<file path="config.mk">
export PLATFORM = sky130hd
export DESIGN_NAME = int32_divide_remainder
export DESIGN_NICKNAME = d
export VERILOG_FILES = /design/src/hdl/idr_pkg.sv /design/src/hdl/idr_core.sv /design/src/hdl/int32_divide_remainder.sv
export SDC_FILE = /design/constraint.sdc
export NUM_CORES = 1
export LEC_CHECK = 0
export ABC_AREA = 0
export BUFFER_PORTS_ARGS = -buffer_cell sky130_fd_sc_hd__buf_4
export CELL_PAD_IN_SITES_DETAIL_PLACEMENT = 0
export CELL_PAD_IN_SITES_GLOBAL_PLACEMENT = 1
export CORE_MARGIN = 8
export CORE_UTILIZATION = 51
export DETAILED_ROUTE_END_ITERATION = 10
export PLACE_DENSITY_LB_ADDON = 0.1
export SYNTH_ARGS = -nofsm -noshare
export SYNTH_HDL_FRONTEND = slang
export SYNTH_SLANG_ARGS = --single-unit
</file>
<file path="constraint.sdc">
create_clock -name aclk -period 7.38 [get_ports aclk]
set_clock_uncertainty 0.1 [all_clocks]
set_input_delay 1.476 -clock aclk [delete_from_list [all_inputs] [get_ports aclk]]
set_output_delay 1.476 -clock aclk [all_outputs]
set_load 0.03 [all_outputs]
</file>
<file path="src/hdl/idr_pkg.sv">
// Shared types and action codes for the integer divider.
package idr_pkg;

    // Action bit positions carried in tuser.
    localparam int unsigned ACT_REM_BIT      = 0;
    localparam int unsigned ACT_UNSIGNED_BIT = 1;
    localparam int unsigned ACT_WIDTH        = 2;

    typedef struct packed {
        logic start;
    } core_ctrl_t;

    typedef struct packed {
        logic busy;
        logic done;
    } core_stat_t;

endpackage

</file>
<file path="src/hdl/idr_core.sv">
// Radix-2 restoring divider core, one quotient bit per cycle.
module idr_core
    import idr_pkg::*;
#(
    parameter int unsigned DATA_WIDTH = 32
) (
    input  logic                  aclk,
    input  logic                  aresetn,
    input  core_ctrl_t            ctrl,
    input  logic [DATA_WIDTH-1:0] dividend,
    input  logic [DATA_WIDTH-1:0] divisor,
    output core_stat_t            stat,
    output logic [DATA_WIDTH-1:0] quotient,
    output logic [DATA_WIDTH-1:0] remainder
);

    localparam int unsigned CNT_W = $clog2(DATA_WIDTH + 1);

    logic [CNT_W-1:0]      count_reg, count_next;
    logic [DATA_WIDTH-1:0] rem_reg, rem_next;
    logic [DATA_WIDTH-1:0] quo_reg, quo_next;
    logic [DATA_WIDTH-1:0] div_reg, div_next;

    logic [DATA_WIDTH-1:0] shifted;
    logic [DATA_WIDTH:0]   diff;
    logic                  carry;
    logic                  take;

    always_comb begin
        carry   = rem_reg[DATA_WIDTH-1];
        shifted = {rem_reg[DATA_WIDTH-2:0], quo_reg[DATA_WIDTH-1]};
        diff    = {1'b0, shifted} - {1'b0, div_reg};
        take    = carry || !diff[DATA_WIDTH];

        count_next = count_reg;
        rem_next   = rem_reg;
        quo_next   = quo_reg;
        div_next   = div_reg;
        if (ctrl.start) begin
            count_next = CNT_W'(DATA_WIDTH);
            rem_next   = '0;
            quo_next   = dividend;
            div_next   = divisor;
        end else if (count_reg != '0) begin
            count_next = count_reg - 1'b1;
            rem_next   = take ? diff[DATA_WIDTH-1:0] : shifted;
            quo_next   = {quo_reg[DATA_WIDTH-2:0], take};
        end
    end

    always_ff @(posedge aclk) begin
        if (!aresetn) begin
            count_reg <= '0;
        end else begin
            count_reg <= count_next;
        end
        rem_reg <= rem_next;
        quo_reg <= quo_next;
        div_reg <= div_next;
    end

    assign stat.busy = (count_reg != '0);
    assign stat.done = (count_reg == CNT_W'(1));
    assign quotient  = quo_reg;
    assign remainder = rem_reg;

endmodule

</file>
<file path="src/hdl/int32_divide_remainder.sv">
// Top level of the signed/unsigned integer divider with stream ports.
// One beat in gives one beat out: the quotient or remainder of dividend by divisor,
// signed or unsigned per tuser. An item goes from the input beat through a step that
// forms operand magnitudes, the shared restoring subtract loop at one quotient bit
// per cycle, and a sign fix-up step before its result is presented.
// Items are handled one at a time; a new beat is taken while a finished result waits.
// Division by zero gives a quotient of zero and a remainder equal to the dividend.
module int32_divide_remainder
    import idr_pkg::*;
#(
    parameter int unsigned DATA_WIDTH = 32
) (
    input  logic                   aclk,
    input  logic                   aresetn,
    input  logic                   s_axis_tvalid,
    output logic                   s_axis_tready,
    // dividend [DATA_WIDTH-1:0], divisor above it, zero pad to bytes
    input  logic [((2*DATA_WIDTH+7)/8)*8-1:0] s_axis_tdata,
    // action [1:0]
    input  logic [ACT_WIDTH-1:0]   s_axis_tuser,
    output logic                   m_axis_tvalid,
    input  logic                   m_axis_tready,
    // result [DATA_WIDTH-1:0], zero pad to bytes
    output logic [((DATA_WIDTH+7)/8)*8-1:0] m_axis_tdata
);

    localparam int unsigned MDATA_W = ((DATA_WIDTH + 7) / 8) * 8;

    typedef enum logic [1:0] {
        ST_IDLE,
        ST_PREP,
        ST_RUN,
        ST_FIX
    } state_t;

    state_t                state_reg, state_next;
    logic [ACT_WIDTH-1:0]  act_reg, act_next;
    logic [DATA_WIDTH-1:0] a_reg, a_next;
    logic [DATA_WIDTH-1:0] b_reg, b_next;
    logic                  a_neg_reg, a_neg_next;
    logic                  b_neg_reg, b_neg_next;
    logic                  b_zero_reg, b_zero_next;
    logic                  m_valid_reg, m_valid_next;
    logic [DATA_WIDTH-1:0] result_reg, result_next;

    core_ctrl_t            core_ctrl;
    core_stat_t            core_stat;
    logic [DATA_WIDTH-1:0] core_quo;
    logic [DATA_WIDTH-1:0] core_rem;
    logic [DATA_WIDTH-1:0] a_mag;
    logic [DATA_WIDTH-1:0] b_mag;
    logic [DATA_WIDTH-1:0] res_mag;
    logic                  res_neg;
    logic                  in_beat;
    logic                  out_load;

    assign s_axis_tready = (state_reg == ST_IDLE);
    assign in_beat       = s_axis_tvalid && s_axis_tready;
    assign out_load      = (state_reg == ST_FIX) && (!m_valid_reg || m_axis_tready);

    always_comb begin
        a_mag = a_neg_reg ? ({DATA_WIDTH{1'b0}} - a_reg) : a_reg;
        b_mag = b_neg_reg ? ({DATA_WIDTH{1'b0}} - b_reg) : b_reg;
        if (act_reg[ACT_REM_BIT]) begin
            res_mag = core_rem;
            res_neg = a_neg_reg;
        end else begin
            res_mag = b_zero_reg ? '0 : core_quo;
            res_neg = a_neg_reg ^ b_neg_reg;
        end
    end

    assign core_ctrl.start = (state_reg == ST_PREP);

    idr_core #(
        .DATA_WIDTH(DATA_WIDTH)
    ) u_core (
        .aclk      (aclk),
        .aresetn   (aresetn),
        .ctrl      (core_ctrl),
        .dividend  (a_mag),
        .divisor   (b_mag),
        .stat      (core_stat),
        .quotient  (core_quo),
        .remainder (core_rem)
    );

    always_comb begin
        state_next   = state_reg;
        act_next     = act_reg;
        a_next       = a_reg;
        b_next       = b_reg;
        a_neg_next   = a_neg_reg;
        b_neg_next   = b_neg_reg;
        b_zero_next  = b_zero_reg;
        m_valid_next = m_valid_reg && !m_axis_tready;
        result_next  = result_reg;
        case (state_reg)
            ST_IDLE: begin
                if (in_beat) begin
                    act_next    = s_axis_tuser;
                    a_next      = s_axis_tdata[DATA_WIDTH-1:0];
                    b_next      = s_axis_tdata[2*DATA_WIDTH-1:DATA_WIDTH];
                    a_neg_next  = !s_axis_tuser[ACT_UNSIGNED_BIT]
                                  && s_axis_tdata[DATA_WIDTH-1];
                    b_neg_next  = !s_axis_tuser[ACT_UNSIGNED_BIT]
                                  && s_axis_tdata[2*DATA_WIDTH-1];
                    b_zero_next = (s_axis_tdata[2*DATA_WIDTH-1:DATA_WIDTH] == '0);
                    state_next  = ST_PREP;
                end
            end
            ST_PREP: begin
                state_next = ST_RUN;
            end
            ST_RUN: begin
                if (core_stat.done) begin
                    state_next = ST_FIX;
                end
            end
            ST_FIX: begin
                if (out_load) begin
                    result_next  = res_neg ? ({DATA_WIDTH{1'b0}} - res_mag) : res_mag;
                    m_valid_next = 1'b1;
                    state_next   = ST_IDLE;
                end
            end
            default: begin
                state_next = ST_IDLE;
            end
        endcase
    end

    always_ff @(posedge aclk) begin
        if (!aresetn) begin
            state_reg   <= ST_IDLE;
            m_valid_reg <= 1'b0;
        end else begin
            state_reg   <= state_next;
            m_valid_reg <= m_valid_next;
        end
        act_reg    <= act_next;
        a_reg      <= a_next;
        b_reg      <= b_next;
        a_neg_reg  <= a_neg_next;
        b_neg_reg  <= b_neg_next;
        b_zero_reg <= b_zero_next;
        result_reg <= result_next;
    end

    assign m_axis_tvalid = m_valid_reg;
    assign m_axis_tdata  = MDATA_W'(result_reg);

    a_core_done_in_run: assert property (@(posedge aclk) disable iff (!aresetn)
        core_stat.done |-> (state_reg == ST_RUN))
        else $error("core finished outside run state");

    a_core_busy_in_run: assert property (@(posedge aclk) disable iff (!aresetn)
        (state_reg == ST_PREP) |=> core_stat.busy && (state_reg == ST_RUN))
        else $error("core not started after prep");

    a_fix_loads_output: assert property (@(posedge aclk) disable iff (!aresetn)
        out_load |=> m_axis_tvalid && (state_reg == ST_IDLE))
        else $error("result not presented after fix-up");

    a_rem_below_divisor: assert property (@(posedge aclk) disable iff (!aresetn)
        (state_reg == ST_FIX) && !b_zero_reg |-> (core_rem < b_mag))
        else $error("remainder not below divisor");

    a_zero_div_quotient: assert property (@(posedge aclk) disable iff (!aresetn)
        out_load && b_zero_reg && !act_reg[ACT_REM_BIT] |=> (result_reg == '0))
        else $error("nonzero quotient on division by zero");

endmodule

</file>
; Word level (Yosys, flattened, before mapping)
; Cells that the tools add are included.
[totals]
rom_bits = 0
latch_bits = 0
wordCells = 64
inputBits = 70
memories = 0
ff_bits = 205
ram_bits = 0
[classes]
div_mod_pow = 0
bitwise_logic = 2
n_eq_ne = 7
mul = 0
n_mux = 17
n_shift = 0
magnitude_cmp = 0
reduce_logical = 19
n_addsub = 5
[ops]
columns = operator, n
row1 = 32-bit two-way mux, 8
row2 = "1-bit by 32-bit subtractor with 32-bit output, first input constant", 3
row3 = 32-bit by 32-bit subtractor with 33-bit output, 1
row4 = 32-bit zero test, 1
row5 = 6-bit two-way mux, 2
row6 = 2-bit one-hot mux with 4 select lines, 1
row7 = "6-bit by 1-bit == test with 1-bit output, second input constant", 1
row8 = 2-bit two-way mux, 3
row9 = 6-bit nonzero test, 1
row10 = "6-bit by 1-bit subtractor with 6-bit output, second input constant", 1
row11 = 1-bit logical AND, 5
row12 = "2-bit == test, second input constant", 2
row13 = 1-bit zero test, 4
row14 = "2-bit inequality test, second input constant", 2
row15 = 2-bit AND reduction, 2
row16 = 1-bit two-way mux, 3
row17 = 3-bit AND reduction, 1
row18 = "2-bit by 1-bit == test with 1-bit output, second input constant", 1
row19 = 2-bit zero test, 1
row20 = 1-bit logical OR, 2
row21 = "2-bit by 1-bit inequality test with 1-bit output, second input constant", 1
row22 = 2-bit nonzero test, 1
row23 = 2-bit OR reduction, 1
row24 = 1-bit inverter, 1
row25 = 1-bit bitwise XOR, 1

; Logic depth before layout (Yosys ltp)
[depth]
word_depth = 5
depth_mapped = 14

; Modules after synthesis
; From an unflattened synthesis, not the netlist that was laid out.
[hier_totals]
cells_unflattened = 1119
area_unflattened_um2 = 11856.4
[modules_own_cells]
columns = module, instances, cells_per_inst, area_per_inst_um2
row1 = idr_core, 1, 605, 6064.6
row2 = int32_divide_remainder, 1, 514, 5791.8

; Worst setup path before layout
; OpenSTA, ideal clock, no wires.
[synth_timing]
path_type = reg-to-reg
start = register act_reg[0]
end = register result_reg[28], in the netlist m_axis_tdata[28], data pin
path_buffers = 5
setup_slack_ns = 3.459
setup_time_ns = 0.269
arrival_ns = 3.551
required_ns = 7.011
path_stages_with_launch = 14
cell_sequence = edfxtp_1 clkbuf_1 clkbuf_1 clkbuf_1 clkbuf_1 buf_1 o21a_1 ha_1 nand4_1 or4_1 nor3_1 nand3_1 o31ai_1 xor2_1
[synth_between]
elab_chain_len = 3
[synth_rtl]
columns = item, line_no
row1 = "start, declared", int32_divide_remainder.sv:37  ; logic [ACT_WIDTH-1:0] act_reg, act_next;
row2 = "start signal, assigned", int32_divide_remainder.sv:141  ; act_reg <= act_next;
row3 = 32-bit two-way mux, int32_divide_remainder.sv:64  ; if (act_reg[ACT_REM_BIT]) begin
row4 = 1-bit by 32-bit subtractor with 32-bit output, int32_divide_remainder.sv:122  ; result_next = res_neg ? ({DATA_WIDTH{1'b0}} - res_mag) : res_mag;
row5 = 32-bit two-way mux *, int32_divide_remainder.sv:122
row6 = "end signal, assigned", int32_divide_remainder.sv:147  ; result_reg <= result_next;
row7 = "end, declared", int32_divide_remainder.sv:44  ; logic [DATA_WIDTH-1:0] result_reg, result_next;
; Every way passes the cells marked *; elsewhere a longest branch is shown, timed or not.
; A chain may end at the register's enable or synchronous reset.

; Worst setup path after layout
[layout_timing]
start = register a_reg[0]
end = register u_core.quo_reg[30], in the netlist u_core.quotient[30], data pin
[layout_between]
elab_chain_len = 3
[layout_rtl]
columns = item, line_no
row1 = "start, declared", int32_divide_remainder.sv:38  ; logic [DATA_WIDTH-1:0] a_reg, a_next;
row2 = "start signal, assigned", int32_divide_remainder.sv:142  ; a_reg <= a_next;
row3 = 1-bit by 32-bit subtractor with 32-bit output, int32_divide_remainder.sv:62  ; a_mag = a_neg_reg ? ({DATA_WIDTH{1'b0}} - a_reg) : a_reg;
row4 = 32-bit two-way mux, int32_divide_remainder.sv:62
row5 = 32-bit two-way mux, idr_core.sv:39  ; if (ctrl.start) begin
row6 = named net u_core.quo_next[30], idr_core.sv:21  ; logic [DATA_WIDTH-1:0] quo_reg, quo_next;
row7 = "end signal, assigned", idr_core.sv:58  ; quo_reg <= quo_next;
row8 = "end, declared", idr_core.sv:21
; The timed path passes the listed nets, and every way through them passes these cells.

==> flow_metrics.tcl <==
set metrics [dict create \
    gr-total-overflow 0 \
    synthesis.area_sq_mm 0.0115 \
    fin_nets 1342 \
    core-area_sq_mm 0.0224 \
    dr.first_iter.drc_count 729 \
    post_synth_edffs 164 \
    postCtsSetupBuffers 0 \
    share_seq_of_total_power 0.350 \
    p_sw_frac 0.428 \
    fin_total_pwr_mw 6.38 \
    grt_antenna_before_repair 0 \
    drt-wirelength-per-cell_um 18.8 \
    worstSkewPairLatency_ns 0.52 \
    drt_pass1_iterations 6 \
    yosysWarningCount 0 \
    clk_root_buffer_cell "clkbuf_16" \
    maximum_number_of_pins_on_one_net_before_global_route_repair 84 \
    fp-row-count 55 \
    maxSlewHeadroom 0.303 \
    largest_buffer_count_on_any_clock_path 3 \
    max_used_layer "met4" \
    finalCoreUtilization 0.595 \
    power_leakage_nw 5.08 \
    min_path_type "register to register" \
    cp-end-kind "register" \
    post-route-min-period_ns 3.76 \
    synth_top_cell_area_share 0.428 \
    synth_ff_type "edfxtp_1" \
    drt_drc_violations_left 0 \
    clkPwrFrac 0.179 \
    timing_worst_setup_path_type "register to register" \
    timing.critical_path.required_ns 7.51 \
    die-height_um 166 \
    synthArstFlopShare 0 \
    antennaDiodeCount 0 \
    grt_setup_unrepaired "false" \
    clk_pin_slew_worst_paths_ns 0.06 \
    final-max-slew-violation-count 0 \
    multi_input_area_sq_mm 0.00541 \
    cts-buffers-inserted 23 \
    floorplan.io_pins 104 \
    total_power_density_per_cell_area_mw_per_mm2 478 \
    outcome "finished clean" \
    combPwrFrac 0.471 \
    place_congestion 0.866 \
    biggest_fanout_along_the_worst_timing_path 5 \
    post_synth_inst_count 1139 \
    netSwitchingPower_mw 2.73 \
    fp.dieW_um 166 \
    postSynthRegisterBits 205 \
    drive_above_1_share 0.138 \
    timing.final.setup_violations 0 \
    internal-power_mw 3.65 \
    num-fill-cells 1943 \
    first_global_vias 8269 \
    fmax_achieved_mhz 266 \
    critPathLaunchType "register" \
    synth_area_leader_cell "edfxtp_1" \
    ir_worst_vdd_uv 220 \
    tritoncts_clock_tree "done" \
    fin_setup_tns_ns 0 \
    mappedNetlistNets 1251 \
    seq_area_sq_mm 0.00575 \
    seq_area_frac_synth 0.499 \
    clkSinkCount 205 \
    globalRouteTotalUtil 0.203 \
    mean_syn_cell_area_sq_um 10.1 \
    drv.max_cap_violation_count 0 \
    wl_met1_um 14500 \
    io_buffer_count 103 \
    average_via_count_per_standard_cell 5.78 \
    antenna_violating_nets_left 0 \
    detail_route.wirelength_um 28800 \
    largest_cells_by_area_after_synthesis "edfxtp_1 43%, dfxtp_1 7.1%, ha_1 4.5%" \
    p_r_area_growth_vs_syn_pct 15.8 \
    detailed_place_hpwl_um 21700 \
    met3WireLength_um 2030 \
    final_cell_mix "164 x edfxtp_1, 122 x nor2_1, 116 x buf_4" \
    finalHoldViolations 0 \
    dr_wl_met2_um 11500 \
    timing_worst_slew_pin_value_ns 1.05 \
    global_route_wire_length_before_repair_um 45700 \
    final_period_util 0.510 \
    post_cts.resized_instances 0 \
    cts.htree.levels 1 \
    critPathArrivalTime_ns 3.89 \
    die_area_sq_mm 0.0277 \
    route.vias.total 8854 \
    initial_core_util 0.513 \
    layout.cells.most_common "edfxtp_1" \
    post_synth_num_cell_types 65 \
    count_of_hold_fix_buffers_inserted_at_cts 0 \
]
==> path summary, 6_finish.rpt <==
| path | from | to | slack, ns | depth (start not counted) |
|---|---|---|---|---|
| setup reg to reg | a_reg[0] | u_core.quotient[30] | 3.62 | 10 |
| hold / removal | u_core.count_reg[1] | u_core.count_reg[1] | 0.42 | 2 |
| hold reg to reg | u_core.count_reg[1] | u_core.count_reg[1] | 0.42 | 2 |
| setup / recovery | a_reg[0] | u_core.quotient[30] | 3.62 | 10 |
==> cell families after synthesis <==
family / count (synthesis) / share of synthesized area
AND/OR/NAND/NOR: 356 / 0.150
AO/OA/AOI/OAI: 312 / 0.178
flip-flops: 205 / 0.499
XOR/XNOR: 114 / 0.0867
buffers and inverters: 103 / 0.0336
adder cells (fa/ha/maj): 42 / 0.0463
multiplexers: 7 / 0.00630
==> cell type report <==
cell class,count,share of cell area
sequential,205,0.431
inverter,53,0.0149
clock buffer,25,0.0437
clock inverter,17,0.0133
timing repair buffer,116,0.0653
multi-input combinational,831,0.405
tap,285,0.0267
==> power by group through the flow <==
stage                     clock, mW  sequential [mW]  combinational [mW]
after floorplan                   0             2.09                2.24
final                          1.14             2.23                3.01
after global placement            0             2.24                2.94
after CTS                      1.17             2.23                2.98
after detailed placement          0             2.25                2.97
after global routing           1.21             2.27                3.35
==> critical path, cell delays in order (launching register included) <==
cell	delay [ns]
edfxtp_1	0.40
inv_1	0.10
ha_1	0.17
or3b_2	0.49
or4_1	0.51
nand4b_1	0.28
or4_1	0.55
or4_1	0.43
o21ai_0	0.20
xor2_1	0.18
a21oi_1	0.08
==> per-layer routing <==
metal  vias up  global-route usage
met1      4093               0.313
met3        48              0.0430
met2       301               0.277
met5         -                   0
met4         0              0.0619
li1       4412                   -
==> metrics by stage <==
| step | hold WS (ns) | setup slack, ns | std cells | area, sq um |
|---|---|---|---|---|
| final | 0.416 | 3.62 | 1532 | 13300 |
| after floorplan | 0.366 | 3.46 | 1139 | 11500 |
| after global routing | 0.446 | 3.34 | 1532 | 13300 |
| after global placement | 0.395 | 3.68 | 1490 | 12600 |
| after detailed placement | 0.401 | 3.64 | 1490 | 12600 |
| after CTS | 0.406 | 3.60 | 1532 | 13300 |
==> Yosys cell counts, drive strengths merged, types with 8 or more instances <==
cell type  count
xor2          56
a311oi        14
xnor2         58
o21ai         60
o31ai         31
o21a           8
nand2         95
dfxtp         41
a21oi         83
ha            41
or4           14
o211ai        12
nor2b         13
clkbuf        46
or3           16
nor4          13
inv           53
edfxtp       164
a211oi        22
a22oi         30
nor3          19
and3           8
nand3         21
nand4         12
nor2         123
Power figures use the tool's default switching activity.
